`config.mk`:
```
export PLATFORM = sky130hd
export DESIGN_NAME = gdm_ctrl
export DESIGN_NICKNAME = d
export VERILOG_FILES = /design/src/rtl/gdm_pkg.sv /design/src/rtl/gdm_ctrl.sv
export SDC_FILE = /design/constraint.sdc
export NUM_CORES = 1
export LEC_CHECK = 0
export BUFFER_PORTS_ARGS = -buffer_cell sky130_fd_sc_hd__buf_4
export CAP_MARGIN = 40
export CORE_ASPECT_RATIO = 1.2
export CORE_UTILIZATION = 39
export CTS_CLUSTER_DIAMETER = 50
export CTS_CLUSTER_SIZE = 20
export DETAILED_ROUTE_END_ITERATION = 10
export HOLD_SLACK_MARGIN = 0.06
export MAX_ROUTING_LAYER = met4
export RECOVER_POWER = 50
export SYNTH_ARGS = -nofsm -noshare
export SYNTH_HDL_FRONTEND = slang
export SYNTH_SLANG_ARGS = --single-unit
export TNS_END_PERCENT = 1
```
`constraint.sdc`:
```
create_clock -name clk -period 1.8 [get_ports clk]
set_clock_uncertainty 0.2 [all_clocks]
set_input_delay 0.27 -clock clk [delete_from_list [all_inputs] [get_ports clk]]
set_output_delay 0.27 -clock clk [all_outputs]
set_load 0.01 [all_outputs]
```
`src/rtl/gdm_pkg.sv`:
```
// Package for the grid minimum-path-cost unit: sizes, register indexes,
// and the command/status bundles between controller and datapath.
// No dependencies.
package gdm_pkg;

	localparam int MAX_SIDE_DEF    = 64;
	localparam int WEIGHT_BITS_DEF = 8;
	localparam int HEAP_DEPTH_DEF  = 16384;

	localparam int CFG_W     = 7;
	localparam int CFG_IDX_W = 1;
	localparam int IN_W      = 8;
	localparam int COST_W    = 20;

	localparam logic [CFG_W-1:0] ROWS_RESET = 7'd64;
	localparam logic [CFG_W-1:0] COLS_RESET = 7'd64;

	localparam logic [CFG_IDX_W-1:0] REG_ROWS = 1'd0;
	localparam logic [CFG_IDX_W-1:0] REG_COLS = 1'd1;

	typedef struct packed {
		logic load_en;
		logic init;
		logic clr;
		logic seed_set;
		logic push_begin;
		logic push_chk;
		logic push_cmp;
		logic pop_chk;
		logic pop_top;
		logic pop_last;
		logic sift_l;
		logic sift_r;
		logic sift_cmp;
		logic nbr_addr;
		logic nbr_cmp;
		logic nbr_next;
		logic fin_rd;
		logic fin_out;
	} gdm_cmd_t;

	typedef struct packed {
		logic start;
		logic clr_done;
		logic push_full;
		logic hole_zero;
		logic parent_le;
		logic cnt_zero;
		logic l_out;
		logic sift_stay;
		logic nbr_oob;
		logic relax;
		logic dir_last;
		logic out_busy;
	} gdm_sts_t;

endpackage

```
`src/rtl/gdm_ctrl.sv`:
```
// Sequencer for the grid unit: load, clear, heap push/pop and neighbor relaxation.
// Depends on gdm_pkg; drives gdm_datapath through gdm_cmd_t.
module gdm_ctrl import gdm_pkg::*; (
	input  logic     clk,
	input  logic     arst_n,
	input  gdm_sts_t sts,
	output gdm_cmd_t cmd
);

	typedef enum logic [19:0] {
		S_IDLE     = 20'd1 << 0,
		S_INIT     = 20'd1 << 1,
		S_CLEAR    = 20'd1 << 2,
		S_SEED_RD  = 20'd1 << 3,
		S_SEED_SET = 20'd1 << 4,
		S_PUSH_BEG = 20'd1 << 5,
		S_PUSH_CHK = 20'd1 << 6,
		S_PUSH_CMP = 20'd1 << 7,
		S_POP_CHK  = 20'd1 << 8,
		S_POP_TOP  = 20'd1 << 9,
		S_POP_LAST = 20'd1 << 10,
		S_SIFT_L   = 20'd1 << 11,
		S_SIFT_R   = 20'd1 << 12,
		S_SIFT_CMP = 20'd1 << 13,
		S_NBR_ADDR = 20'd1 << 14,
		S_NBR_RD   = 20'd1 << 15,
		S_NBR_CMP  = 20'd1 << 16,
		S_NBR_NEXT = 20'd1 << 17,
		S_FIN      = 20'd1 << 18,
		S_FIN_OUT  = 20'd1 << 19
	} gdm_state_t;

	gdm_state_t state_q, state_d;
	logic       ret_nbr_q;
	gdm_state_t push_ret;

	assign push_ret = ret_nbr_q ? S_NBR_NEXT : S_POP_CHK;

	always_comb begin
		state_d = state_q;
		cmd     = '0;
		case (state_q)
			S_IDLE: begin
				cmd.load_en = 1'b1;
				if (sts.start) state_d = S_INIT;
			end
			S_INIT: begin
				cmd.init = 1'b1;
				state_d  = S_CLEAR;
			end
			S_CLEAR: begin
				cmd.clr = 1'b1;
				if (sts.clr_done) state_d = S_SEED_RD;
			end
			S_SEED_RD: state_d = S_SEED_SET;
			S_SEED_SET: begin
				cmd.seed_set = 1'b1;
				state_d      = S_PUSH_BEG;
			end
			S_PUSH_BEG: begin
				cmd.push_begin = 1'b1;
				// drop the push when the heap is full
				state_d = sts.push_full ? push_ret : S_PUSH_CHK;
			end
			S_PUSH_CHK: begin
				cmd.push_chk = 1'b1;
				state_d      = sts.hole_zero ? push_ret : S_PUSH_CMP;
			end
			S_PUSH_CMP: begin
				cmd.push_cmp = 1'b1;
				state_d      = sts.parent_le ? push_ret : S_PUSH_CHK;
			end
			S_POP_CHK: begin
				cmd.pop_chk = 1'b1;
				state_d     = sts.cnt_zero ? S_FIN : S_POP_TOP;
			end
			S_POP_TOP: begin
				cmd.pop_top = 1'b1;
				state_d     = S_POP_LAST;
			end
			S_POP_LAST: begin
				cmd.pop_last = 1'b1;
				state_d      = sts.cnt_zero ? S_NBR_ADDR : S_SIFT_L;
			end
			S_SIFT_L: begin
				cmd.sift_l = 1'b1;
				state_d    = sts.l_out ? S_NBR_ADDR : S_SIFT_R;
			end
			S_SIFT_R: begin
				cmd.sift_r = 1'b1;
				state_d    = S_SIFT_CMP;
			end
			S_SIFT_CMP: begin
				cmd.sift_cmp = 1'b1;
				state_d      = sts.sift_stay ? S_NBR_ADDR : S_SIFT_L;
			end
			S_NBR_ADDR: begin
				cmd.nbr_addr = 1'b1;
				state_d      = sts.nbr_oob ? S_NBR_NEXT : S_NBR_RD;
			end
			S_NBR_RD: state_d = S_NBR_CMP;
			S_NBR_CMP: begin
				cmd.nbr_cmp = 1'b1;
				state_d     = sts.relax ? S_PUSH_BEG : S_NBR_NEXT;
			end
			S_NBR_NEXT: begin
				cmd.nbr_next = 1'b1;
				state_d      = sts.dir_last ? S_POP_CHK : S_NBR_ADDR;
			end
			S_FIN: begin
				// hold until the previous result has been taken
				if (!sts.out_busy) begin
					cmd.fin_rd = 1'b1;
					state_d    = S_FIN_OUT;
				end
			end
			S_FIN_OUT: begin
				cmd.fin_out = 1'b1;
				state_d     = S_IDLE;
			end
			default: state_d = S_IDLE;
		endcase
	end

	always_ff @(posedge clk or negedge arst_n) begin
		if (!arst_n) begin
			state_q   <= S_IDLE;
			ret_nbr_q <= 1'b0;
		end else begin
			state_q <= state_d;
			if (state_q == S_SEED_SET) ret_nbr_q <= 1'b0;
			else if (state_q == S_NBR_CMP) ret_nbr_q <= 1'b1;
		end
	end

endmodule

```
* Word level (Yosys, flattened, before mapping)
Index checks and enable logic that the tools add are counted.
** Word-level totals
- Flip-flop bits (word level) :: 21
- Bits of input ports :: 14
- Output and inout bits :: 18
- Word-level logic and storage cells :: 63
** Operators by class
- Eq/ne operators :: 23
- Mux-type cells :: 36
- Reduce and logical (&&, ||, !) cells :: 2
** Operator list (count)
- $pmux 20 s19 :: 1
- $mux 18 :: 6
- $mux 15 :: 4
- $mux 20 :: 3
- $mux 1 :: 21
- $eq 20x1->1 const B :: 1
- $eq 20x10->1 const B :: 1
- $eq 20x11->1 const B :: 1
- $eq 20x12->1 const B :: 1
- $eq 20x13->1 const B :: 1
- $eq 20x14->1 const B :: 1
- $eq 20x15->1 const B :: 1
- $eq 20x16->1 const B :: 1
- $eq 20x17->1 const B :: 1
- $eq 20x18->1 const B :: 1
- $eq 20x19->1 const B :: 1
- $eq 20x2->1 const B :: 1
- $eq 20x20->1 const B :: 1
- $eq 20x3->1 const B :: 1
- $eq 20x4->1 const B :: 1
- $eq 20x5->1 const B :: 1
- $eq 20x6->1 const B :: 1
- $eq 20x7->1 const B :: 1
- $eq 20x8->1 const B :: 1
- other kinds (5) :: 7

* Longest topological paths before layout
Gate-level depths: netlist of run 1.
- Word-level depth :: 3
- Depth in mapped cells :: 7
- Mapped depth without buffers :: 6

* Worst setup path after synthesis of run 1
No wires, ideal clock.
- Kind :: register to output
- From :: reg state_q[12]
- To :: out cmd[12] (netlist name)
- Arrival time :: 1669 ps
- Slack :: -339 ps
- Cell stages (with the launch flop) :: 6
- Path buffers :: 0
- Cell sequence :: dfrtp_1 -> nor4_4 -> nand3_2 -> nor2_2 -> nand2_1 -> nor3b_1
** RTL lines
- from (decl) :: RTL line gdm_ctrl.sv:33 : gdm_state_t state_q, state_d;
- from (signal assigned) :: RTL line gdm_ctrl.sv:130 : state_q <= state_d;
- to (decl) :: RTL line gdm_ctrl.sv:7 : output gdm_cmd_t cmd

==> results of run 1 <==
-- power groups by stage --
stage	registers, mW	clock network (mW)	logic (mW)
after CTS	0.540	0.322	0.880
after floorplan	0.546	0	0.437
final	0.547	0.325	0.985
after global placement	0.549	0	0.829
after detailed placement	0.549	0	0.842
after global routing	0.549	0.346	1.06
-- through the flow --
| step | util, % | setup slack [ns] | cell area (sq um) | instances |
|---|---|---|---|---|
| after global routing | 68.6 | -0.610 | 2330 | 275 |
| after global placement | 60.4 | -0.263 | 2050 | 259 |
| after detailed placement | 60.4 | -0.292 | 2050 | 259 |
| after floorplan | - | -0.248 | 1410 | 144 |
| after CTS | 65.2 | -0.572 | 2210 | 271 |
| final | 68.6 | -0.550 | 2330 | 275 |
-- worst min-delay path by stage --
stage | slack (ns) | start | to | cells after the start
floorplan | -0.23 | arst_n | ret_nbr_q$_DFFE_PN0P_ | 0
finish | 0.07 | sts[11] | state_q[0]$_DFFE_PN1P_ | 3
CTS | 0.06 | sts[11] | state_q[0]$_DFFE_PN1P_ | 3
global route | 0.08 | sts[11] | state_q[0]$_DFFE_PN1P_ | 3
global placement | -0.03 | arst_n | state_q[7]$_DFFE_PN0P_ | 1
detailed placement | -0.02 | arst_n | state_q[7]$_DFFE_PN0P_ | 1
-- logic make-up (layout without fill, tap and decap cells) --
family | Yosys count | in the layout | share of synthesized area [%]
AO/OA/AOI/OAI | 26 | 26 | 14.4
buffers and inverters | 17 | 111 | 5.44
flip-flops | 21 | 21 | 37.5
XOR/XNOR | 3 | 3 | 1.87
AND/OR/NAND/NOR | 77 | 77 | 40.7
-- metal layers --
metal	global-route usage (%)	vias up	wire length (microns)
met5	-	-	0
met4	7.62	0	47
met3	2.87	6	97
met2	40.9	32	2220
met1	27.3	743	1700
li1	-	724	-
-- cells in the final DEF, fill, tap and decap left out, types with 4 or more instances in the layout --
| cell | synthesis | layout |
|---|---|---|
| sky130_fd_sc_hd__nor4_4 | 3 | 4 |
| sky130_fd_sc_hd__nand2_1 | 8 | 8 |
| sky130_fd_sc_hd__nor4_2 | 5 | 7 |
| sky130_fd_sc_hd__nor2_1 | 14 | 10 |
| sky130_fd_sc_hd__nor4b_1 | 5 | 4 |
| sky130_fd_sc_hd__dlygate4sd3_1 | 0 | 9 |
| sky130_fd_sc_hd__nor2_4 | 0 | 5 |
| sky130_fd_sc_hd__buf_6 | 1 | 6 |
| sky130_fd_sc_hd__dfrtp_1 | 20 | 20 |
| sky130_fd_sc_hd__buf_4 | 0 | 79 |
| sky130_fd_sc_hd__nor2b_1 | 6 | 6 |
| sky130_fd_sc_hd__inv_1 | 12 | 10 |
-- state kept, by name (all words and copies together) (netlist names) --
register	cells
ret_nbr_q	1
state_q	20
-- worst max-delay path, delay by kind of cell, from the launching register on --
kind | cells | cell delay, ns
buf+inv | 2 | 0.31
flops | 1 | 0.39
simple gates | 4 | 0.91
-- Yosys cell counts, types with 3 or more instances --
library cell               n
sky130_fd_sc_hd__dfrtp_1  20
sky130_fd_sc_hd__buf_2     4
sky130_fd_sc_hd__inv_1    12
sky130_fd_sc_hd__nor3b_1   3
sky130_fd_sc_hd__nor2_1   14
sky130_fd_sc_hd__nor4_1    4
sky130_fd_sc_hd__nor3_1    3
sky130_fd_sc_hd__nor4_4    3
sky130_fd_sc_hd__nand3_1   3
sky130_fd_sc_hd__nor4_2    5
sky130_fd_sc_hd__nor2b_1   6
sky130_fd_sc_hd__a21oi_1   3
sky130_fd_sc_hd__o21ai_0   3
sky130_fd_sc_hd__nor4b_1   5
sky130_fd_sc_hd__nand2_1   8
-- timing repair --
item                                   in CTS  in global routing
resized for setup                          10                 18
setup endpoints to repair                  34                 36
hold buffers                                8                  1
pin swaps                                   5                 15
endpoints found under the hold margin      28                  1
setup buffers                               0                  3
-- final cells by class --
type | instances | area (sq um) | share of cell area (%)
repair buffers | 95 | 756 | 32.5
inverters | 12 | 45.0 | 1.93
multi-input cells | 106 | 910 | 39.1
well taps | 37 | 46.3 | 1.99
flip-flops and latches | 21 | 527 | 22.6
clock buffers | 4 | 45.0 | 1.93
==> impl_metrics.py, run 1 <==
metrics = {
    "critical_path": {
        "cp-start-kind": "flop",
        "worstSetupEndpoint": "cmd[8]",
        "worst-endpoint-required_ns": 1.33,
        "worst_ep_arrival_time_ns": 1.88,
        "critical-path-slowest-cell": "sky130_fd_sc_hd__dfrtp_1",
        "setup.worst_path.class": "reg2out",
        "timing.rr.end": "state_q[0]$_DFFE_PN1P_",
        "worst-path-max-fanout": 3,
        "critical_path.cell_chain": "nor4_2 -> buf_4 -> nand4_4 -> or3_4 -> nor2b_4 -> buf_4",
        "reg2reg_depth": 6,
        "regToRegStartpoint": "state_q[0]$_DFFE_PN1P_",
        "critical_path.endpoint_type": "output port",
        "setup.reg_to_reg.worst_slack_ns": -0.30,
        "critPathMostFrequentCell": "sky130_fd_sc_hd__buf_4",
        "timing.critical_path.from": "state_q[3]$_DFFE_PN0P_",
        "timing.critical_path.slowest_cell_delay_ns": 0.39,
    },
    "drt": {
        "routed_wirelength_microns": 4060,
        "count_of_unresolved_drc_violations_after_routing": 7,
        "drt_pass_1_iters": 7,
        "post_drt_via_cell_ratio": 5.47,
        "drt_first_iter_violations": 67,
        "dr_total_vias": 1505,
        "postRouteAntennaNets": 0,
        "wire_per_inst_microns": 14.8,
    },
    "cells_and_area": {
        "final_layout_size_suffix_gt1_share_pct": 51.7,
        "nets": 253,
        "num-fill-cells": 277,
        "diodes": 0,
        "syn2layout_area_growth_pct": 65.9,
    },
    "die": {
        "die-area_sq_um": 3840,
        "placementRows": 23,
        "dieHeight_microns": 67.7,
        "floorplan.die.width_microns": 56.8,
        "core_box_area_sq_um": 3400,
        "ios": 32,
        "initial_core_util_pct": 41.3,
    },
    "place": {
        "finalWeightedCongestion": 0.867,
        "detailed_place_hpwl_microns": 3070,
        "port_buffers": 31,
    },
    "timing": {
        "final.min_clock_period_ns": 2.35,
        "final_hold_viol_count": 0,
        "slew-limit-headroom_pct": 63.7,
        "totalNegativeSetupSlack_ns": -9.45,
        "rsz0062_at_grt": "true",
        "fin_ws_ns": -0.550,
        "tightestPinTransition_ns": 0.545,
        "hold_slack_ns": 0.0749,
        "timing.final.crit_share_pct": 131,
        "max_fclk_mhz": 426,
        "setup_viol": 31,
        "drv_slew": 0,
    },
    "global_route": {
        "antenna_violations_before_repair": 0,
        "grt_overflow": 0,
        "grt_pass1_wl_microns": 6660,
        "first_global_vias": 1518,
        "grt_max_degree": 22,
        "overall_fraction_of_global_route_tracks_in_use_pct": 23.1,
    },
    "power": {
        "leakagePower_nw": 1.15,
        "pwr_density_cell_nw_per_um2": 797,
        "p_switching_mw": 0.680,
        "power.combinational.fraction_pct": 53.1,
        "power.share.switching_pct": 36.6,
        "seqPwrFrac_pct": 29.5,
        "total_power_mw": 1.86,
        "p_int_mw": 1.18,
        "clock_power_share_pct": 17.5,
        "power.ir.vdd_worst_mv": 0.779,
    },
    "synthesis": {
        "ys_ff_latch": 21,
        "yosys-top-cells-area": "sky130_fd_sc_hd__dfrtp_1, sky130_fd_sc_hd__nor4_4, sky130_fd_sc_hd__nor4_2",
        "post-synth-top-area-fraction_pct": 35.7,
        "synth_cell_types": 55,
        "synth_top_area_cell": "sky130_fd_sc_hd__dfrtp_1",
        "yosys_most_used_dff": "sky130_fd_sc_hd__dfrtp_1",
        "synth.avg_cell_area_sq_um": 9.75,
        "synth-warning-count": 0,
        "ys_async_sr_fraction_pct": 100,
        "netlist_area_sq_um": 1400,
        "synth-edff-count": 0,
        "synth.net_count": 158,
        "share_of_the_yosys_chip_area_belonging_to_registers_pct": 37.5,
        "syn_inst": 144,
    },
    "clock_network": {
        "cts.reportedPaths.clkPinSlew_ns": 0.08,
        "cts_root_buffer": "sky130_fd_sc_hd__clkbuf_8",
        "tritoncts.num_buffers": 3,
        "depth_of_the_cts_h_tree": 1,
        "insertion_delay_of_the_later_clocked_pin_in_the_worst_skew_pair_ns": 0.26,
        "number_of_clock_sinks": 21,
        "cts.path.max_buffers": 2,
        "tritoncts_clock_tree": "built",
    },
    "worst_hold_path": {
        "min_path_type": "in2reg",
    },
    "job": {
        "reported_max_cap_violation_count": 0,
    },
    "outcome": {
        "run_status": "complete, but fails checks",
        "failed_checks": "design-rule violations, negative setup slack",
    },
}
No activity file was read; power rests on OpenSTA's default activity.
==> inputs of run 2 (changes only) <==
Settings changed: ABC_AREA set to 1, CTS_BUF_LIST set to sky130_fd_sc_hd__clkbuf_2 sky130_fd_sc_hd__clkbuf_4 sky130_fd_sc_hd__clkbuf_8.
==> impl_metrics.py, run 2 <==
metrics = {
    "outcome": {
        "run_status": "complete, but fails checks",
        "failed_checks": "design-rule violations, negative setup slack",
    },
    "clock_network": {
        "cts.path.max_buffers": 2,
        "insertion_delay_of_the_later_clocked_pin_in_the_worst_skew_pair_ns": 0.27,
        "number_of_clock_sinks": 21,
        "depth_of_the_cts_h_tree": 1,
        "tritoncts_clock_tree": "built",
        "cts_root_buffer": "sky130_fd_sc_hd__clkbuf_8",
        "tritoncts.num_buffers": 3,
        "cts.reportedPaths.clkPinSlew_ns": 0.08,
    },
    "critical_path": {
        "cp-start-kind": "flop",
        "critical_path.endpoint_type": "output port",
        "worst-path-max-fanout": 4,
        "setup.worst_path.class": "reg2out",
        "setup.reg_to_reg.worst_slack_ns": -0.21,
        "worst-endpoint-required_ns": 1.33,
        "worst_ep_arrival_time_ns": 1.58,
    },
    "global_route": {
        "grt_overflow": 0,
        "antenna_violations_before_repair": 0,
        "grt_max_degree": 22,
        "overall_fraction_of_global_route_tracks_in_use_pct": 20.9,
        "first_global_vias": 1400,
        "grt_pass1_wl_microns": 5910,
    },
    "die": {
        "dieHeight_microns": 68.2,
        "initial_core_util_pct": 41.6,
        "ios": 32,
        "floorplan.die.width_microns": 57.2,
        "die-area_sq_um": 3900,
        "core_box_area_sq_um": 3420,
        "placementRows": 23,
    },
    "place": {
        "detailed_place_hpwl_microns": 2750,
        "placed_area_sq_um": 1730,
        "place.detailed.instances": 262,
        "port_buffers": 31,
        "finalWeightedCongestion": 0.886,
    },
    "timing": {
        "totalNegativeSetupSlack_ns": -3.95,
        "rsz0062_at_grt": "true",
        "fin_ws_ns": -0.248,
        "setup_viol": 21,
        "slew-limit-headroom_pct": 64.1,
        "max_fclk_mhz": 488,
        "tightestPinTransition_ns": 0.538,
        "final.min_clock_period_ns": 2.05,
        "final_hold_viol_count": 0,
        "timing.final.crit_share_pct": 114,
        "drv_slew": 0,
    },
    "synthesis": {
        "yosys_most_used_dff": "sky130_fd_sc_hd__dfrtp_1",
        "yosys-top-cells-area": "sky130_fd_sc_hd__dfrtp_1, sky130_fd_sc_hd__nand2_1, sky130_fd_sc_hd__inv_1",
        "post-synth-top-area-fraction_pct": 35.1,
        "share_of_the_yosys_chip_area_belonging_to_registers_pct": 37.0,
        "netlist_area_sq_um": 1420,
        "ys_ff_latch": 21,
        "cell_with_the_most_instances_after_synthesis": "sky130_fd_sc_hd__nand2_1",
        "synth_common_cells": "sky130_fd_sc_hd__nand2_1, sky130_fd_sc_hd__inv_1, sky130_fd_sc_hd__nor2_1",
        "synth-edff-count": 0,
        "synth-warning-count": 0,
        "ys_async_sr_fraction_pct": 100,
        "syn_inst": 191,
        "synth_cell_types": 25,
        "synth.avg_cell_area_sq_um": 7.45,
        "synth_top_area_cell": "sky130_fd_sc_hd__dfrtp_1",
        "synth.net_count": 205,
    },
    "job": {
        "reported_max_cap_violation_count": 0,
    },
    "cells_and_area": {
        "most_frequent_cells_in_the_layout": "sky130_fd_sc_hd__buf_4, sky130_fd_sc_hd__nand2_1, sky130_fd_sc_hd__inv_1",
        "mostFrequentLayoutCell": "sky130_fd_sc_hd__buf_4",
        "largest_reg_flops": 20,
        "syn2layout_area_growth_pct": 66.5,
        "largest-register": "state_q",
        "num-fill-cells": 280,
        "diodes": 0,
        "multiInputGateArea_sq_um": 962,
        "postLayoutCellArea_sq_um": 2370,
        "footprint_of_the_flip_flops_and_latches_sq_um": 527,
        "final_layout_size_suffix_gt1_share_pct": 50.9,
        "largestRegisters": "state_q (20), ret_nbr_q (1)",
        "fin_cells": 302,
        "nets": 280,
    },
    "power": {
        "power.ir.vdd_worst_mv": 0.882,
        "seqPwrFrac_pct": 33.3,
        "power.share.switching_pct": 39.8,
        "pwr_density_cell_nw_per_um2": 693,
        "leakagePower_nw": 1.31,
        "p_int_mw": 0.989,
        "power.combinational.fraction_pct": 46.8,
        "clock_power_share_pct": 19.9,
        "p_switching_mw": 0.654,
    },
    "drt": {
        "post_drt_via_cell_ratio": 4.84,
        "dr_total_vias": 1463,
        "drt_first_iter_violations": 58,
        "drt_pass_1_iters": 9,
        "wire_per_inst_microns": 13.0,
        "routed_wirelength_microns": 3910,
        "count_of_unresolved_drc_violations_after_routing": 4,
        "postRouteAntennaNets": 0,
    },
    "worst_hold_path": {
        "min_path_type": "in2reg",
    },
}
==> run 2: power by group through the flow <==
stage / clock network [mW] / registers, mW / logic, mW
2_1_floorplan: 0 / 0.543 / 0.395
3_3_place_gp: 0 / 0.546 / 0.538
3_5_place_dp: 0 / 0.548 / 0.547
4_1_cts: 0.332 / 0.548 / 0.651
5_1_grt: 0.359 / 0.552 / 0.845
6_report: 0.326 / 0.547 / 0.769
==> run 2: timing repair <==
item	4_1_cts	5_1_grt
resized for setup	24	44
setup buffers	9	15
cloned	1	0
endpoints found under the hold margin	32	0
endpoints found under the setup margin	18	25
hold buffers	11	0
pin swaps	11	18
==> run 2: kinds of logic after synthesis <==
logic type	share of synthesized area, %
and+or+nand+nor	47.5
buffers and inverters	11.4
DFF	37.0
AOI/OAI and AO/OA	4.04
==> run 2: final timing paths <==
path                                             start                       to  cells after the start
worst max-delay path            state_q[6]$_DFFE_PN0P_                   cmd[3]                      8
worst min-delay path                           sts[11]   state_q[1]$_DFFE_PN0P_                      3
worst max register to register  state_q[6]$_DFFE_PN0P_   state_q[0]$_DFFE_PN1P_                     14
worst min register to register   ret_nbr_q$_DFFE_PN0P_  state_q[17]$_DFFE_PN0P_                      2
max in group asynchronous                       arst_n   state_q[0]$_DFFE_PN1P_                      2
min in group asynchronous                       arst_n  state_q[12]$_DFFE_PN0P_                      2
==> run 2: layout make-up <==
cell class,instances,area share (%)
clock buffers,3,1.74
clock inverters,1,0.317
inverters,42,6.86
multi-input cells,129,40.6
flip-flops and latches,21,22.2
well taps,37,1.95
repair buffers,69,26.3
==> run 2: routing by layer <==
| layer | track usage [%] | share of wire, % |
|---|---|---|
| met4 | 12.5 | 3.2 |
| met5 | - | 0 |
| met2 | 37.6 | 54 |
| met3 | 2.46 | 2.4 |
| met1 | 22.2 | 41 |
==> run 2: per-stage QoR <==
step / power (mW) / hold WS [ns] / utilization, % / setup WS [ns]
5_1_grt: 1.76 / 0.0795 / 69.2 / -0.321
3_3_place_gp: 1.08 / -0.0275 / 50.4 / -0.00642
3_5_place_dp: 1.09 / -0.0210 / 50.4 / -0.0150
2_1_floorplan: 0.938 / -0.226 / - / 0.204
6_report: 1.64 / 0.0674 / 69.2 / -0.248
4_1_cts: 1.53 / 0.0823 / 60.2 / -0.211
==> run 2: worst max-delay path: stages, from the launching register on <==
cell and delay (ns):
sky130_fd_sc_hd__dfrtp_1 0.41, sky130_fd_sc_hd__nor2_2 0.18, sky130_fd_sc_hd__nand2_4 0.12, sky130_fd_sc_hd__inv_2 0.08
sky130_fd_sc_hd__nand2_2 0.07, sky130_fd_sc_hd__nor2_2 0.17, sky130_fd_sc_hd__nand2_2 0.11, sky130_fd_sc_hd__inv_2 0.08
sky130_fd_sc_hd__buf_6 0.10
==> inputs of run 3 (changes only) <==
Settings changed: BUFFER_PORTS_ARGS -buffer_cell sky130_fd_sc_hd__buf_4 to not set, DONT_BUFFER_PORTS set to 1.
Clock period 1.8 ns to 1.7 ns, I/O delays scaled along.
==> impl_metrics.py, run 3 (synthesis gave the netlist of run 2 again) <==
metrics = {
    "die": {
        "initial_core_util_pct": 41.6,
        "die-area_sq_um": 3900,
        "ios": 32,
        "dieHeight_microns": 68.2,
        "floorplan.die.width_microns": 57.2,
        "placementRows": 23,
        "core_box_area_sq_um": 3420,
    },
    "cells_and_area": {
        "num-fill-cells": 296,
        "largestRegisters": "state_q (20), ret_nbr_q (1)",
        "most_frequent_cells_in_the_layout": "sky130_fd_sc_hd__nand2_1, sky130_fd_sc_hd__buf_4, sky130_fd_sc_hd__inv_1",
        "nets": 256,
        "postLayoutCellArea_sq_um": 2090,
        "diodes": 0,
        "largest-register": "state_q",
        "fin_cells": 278,
        "utilization_pct": 61.1,
        "syn2layout_area_growth_pct": 46.8,
        "mostFrequentLayoutCell": "sky130_fd_sc_hd__nand2_1",
        "largest_reg_flops": 20,
        "final_layout_size_suffix_gt1_share_pct": 44.8,
    },
    "timing": {
        "timing.final.crit_share_pct": 117,
        "drv_slew": 0,
        "slew-limit-headroom_pct": 71.5,
        "tightestPinTransition_ns": 0.426,
        "max_fclk_mhz": 505,
        "final.min_clock_period_ns": 1.98,
        "setup_viol": 21,
        "final_hold_viol_count": 0,
        "fin_ws_ns": -0.282,
        "rsz0062_at_grt": "true",
    },
    "global_route": {
        "antenna_violations_before_repair": 0,
        "first_global_vias": 1477,
        "grt_pass1_wl_microns": 6380,
        "grt_max_degree": 22,
        "overall_fraction_of_global_route_tracks_in_use_pct": 22.9,
        "grt_overflow": 0,
    },
    "critical_path": {
        "critical-path-slowest-cell": "sky130_fd_sc_hd__dfrtp_1",
        "critical_path.endpoint_type": "output port",
        "timing.critical_path.slowest_cell_delay_ns": 0.42,
        "worst_ep_arrival_time_ns": 1.53,
        "critical_path.cell_chain": "nor2_4 -> nand4_1 -> buf_4 -> nor3_2 -> buf_4",
        "worst-endpoint-required_ns": 1.24,
        "cp-start-kind": "flop",
        "setup.worst_path.class": "reg2out",
        "worst-path-max-fanout": 4,
        "critPathMostFrequentCell": "sky130_fd_sc_hd__buf_4",
    },
    "outcome": {
        "failed_checks": "design-rule violations, negative setup slack",
        "run_status": "complete, but fails checks",
    },
    "clock_network": {
        "cts_root_buffer": "sky130_fd_sc_hd__clkbuf_8",
        "cts.path.max_buffers": 2,
        "insertion_delay_of_the_later_clocked_pin_in_the_worst_skew_pair_ns": 0.27,
        "depth_of_the_cts_h_tree": 1,
        "cts.reportedPaths.clkPinSlew_ns": 0.09,
        "tritoncts_clock_tree": "built",
        "tritoncts.num_buffers": 3,
        "number_of_clock_sinks": 21,
    },
    "place": {
        "dp_worst_setup_slack_ns": -0.0763,
        "detailed_place_hpwl_microns": 2770,
        "finalWeightedCongestion": 0.819,
        "port_buffers": 0,
        "placed_area_sq_um": 1640,
        "place.detailed.instances": 251,
    },
    "drt": {
        "drt_first_iter_violations": 53,
        "drt_pass_1_iters": 8,
        "post_drt_via_cell_ratio": 5.08,
        "dr_total_vias": 1412,
        "wire_per_inst_microns": 14.7,
        "routed_wirelength_microns": 4080,
        "postRouteAntennaNets": 0,
        "count_of_unresolved_drc_violations_after_routing": 4,
    },
    "power": {
        "pwr_density_cell_nw_per_um2": 814,
        "leakagePower_nw": 1.16,
        "power.ir.vdd_worst_mv": 0.857,
    },
    "job": {
        "reported_max_cap_violation_count": 0,
    },
    "worst_hold_path": {
        "min_path_type": "in2reg",
    },
}
-- run 3: layout make-up --
type	count	area [sq um]	area share, %
tap	37	46.3	2.21
sequential	21	527	25.2
clock buffer	3	41.3	1.97
timing repair buffer	46	407	19.4
clock inverter	1	5.00	0.239
inverter	42	163	7.78
multi-input combinational	128	902	43.1
-- run 3: final timing paths --
check	from	to	slack, ns	cells after the start
min in group asynchronous	arst_n	state_q[10]$_DFFE_PN0P_	0.15	1
max in group asynchronous	arst_n	state_q[2]$_DFFE_PN0P_	0.44	2
min reg2reg	ret_nbr_q$_DFFE_PN0P_	state_q[17]$_DFFE_PN0P_	0.32	2
max	state_q[13]$_DFFE_PN0P_	cmd[0]	-0.28	5
min	sts[7]	state_q[17]$_DFFE_PN0P_	0.06	4
max reg2reg	state_q[13]$_DFFE_PN0P_	state_q[0]$_DFFE_PN1P_	-0.20	10
-- run 3: routing by layer --
| layer | vias to the layer above | track usage, % | part of all wire, % |
|---|---|---|---|
| li1 | 685 | - | - |
| met1 | 680 | 23.1 | 39 |
| met2 | 37 | 43.7 | 55 |
| met4 | 0 | 11.6 | 2.9 |
| met5 | - | - | 0 |
| met3 | 10 | 2.65 | 2.8 |
-- run 3: critical path: cells and delay by family, from the launching register on --
family	cells	cell delay (ns)
buffers and inverters	2	0.34
AND/OR/NAND/NOR	3	0.50
flip-flops	1	0.42
-- run 3: stage by stage --
| step | TNS, ns | power (mW) | hold WS [ns] |
|---|---|---|---|
| after detailed placement | -0.241 | 1.15 | -0.240 |
| after CTS | -4.36 | 1.67 | 0.0668 |
| final | -4.62 | 1.70 | 0.0645 |
| after global placement | -0.135 | 1.14 | -0.240 |
| after global routing | -6.29 | 1.80 | 0.0834 |
| after floorplan | 0 | 0.993 | -0.241 |
-- run 3: repair_timing --
| action | in CTS | in global routing |
|---|---|---|
| setup buffers | 9 | 0 |
| setup endpoints to repair | 23 | 28 |
| endpoints found under the hold margin | 37 | 0 |
| gates resized for setup | 46 | 8 |
| pin swaps | 14 | 3 |
| hold buffers | 13 | 0 |
-- run 3: report_power, final --
group | switching (mW) | total, mW | internal, mW
Sequential | 0.0319 | 0.576 | 0.544
Clock | 0.188 | 0.352 | 0.164
Combinational | 0.453 | 0.775 | 0.321
Total | 0.673 | 1.70 | 1.03
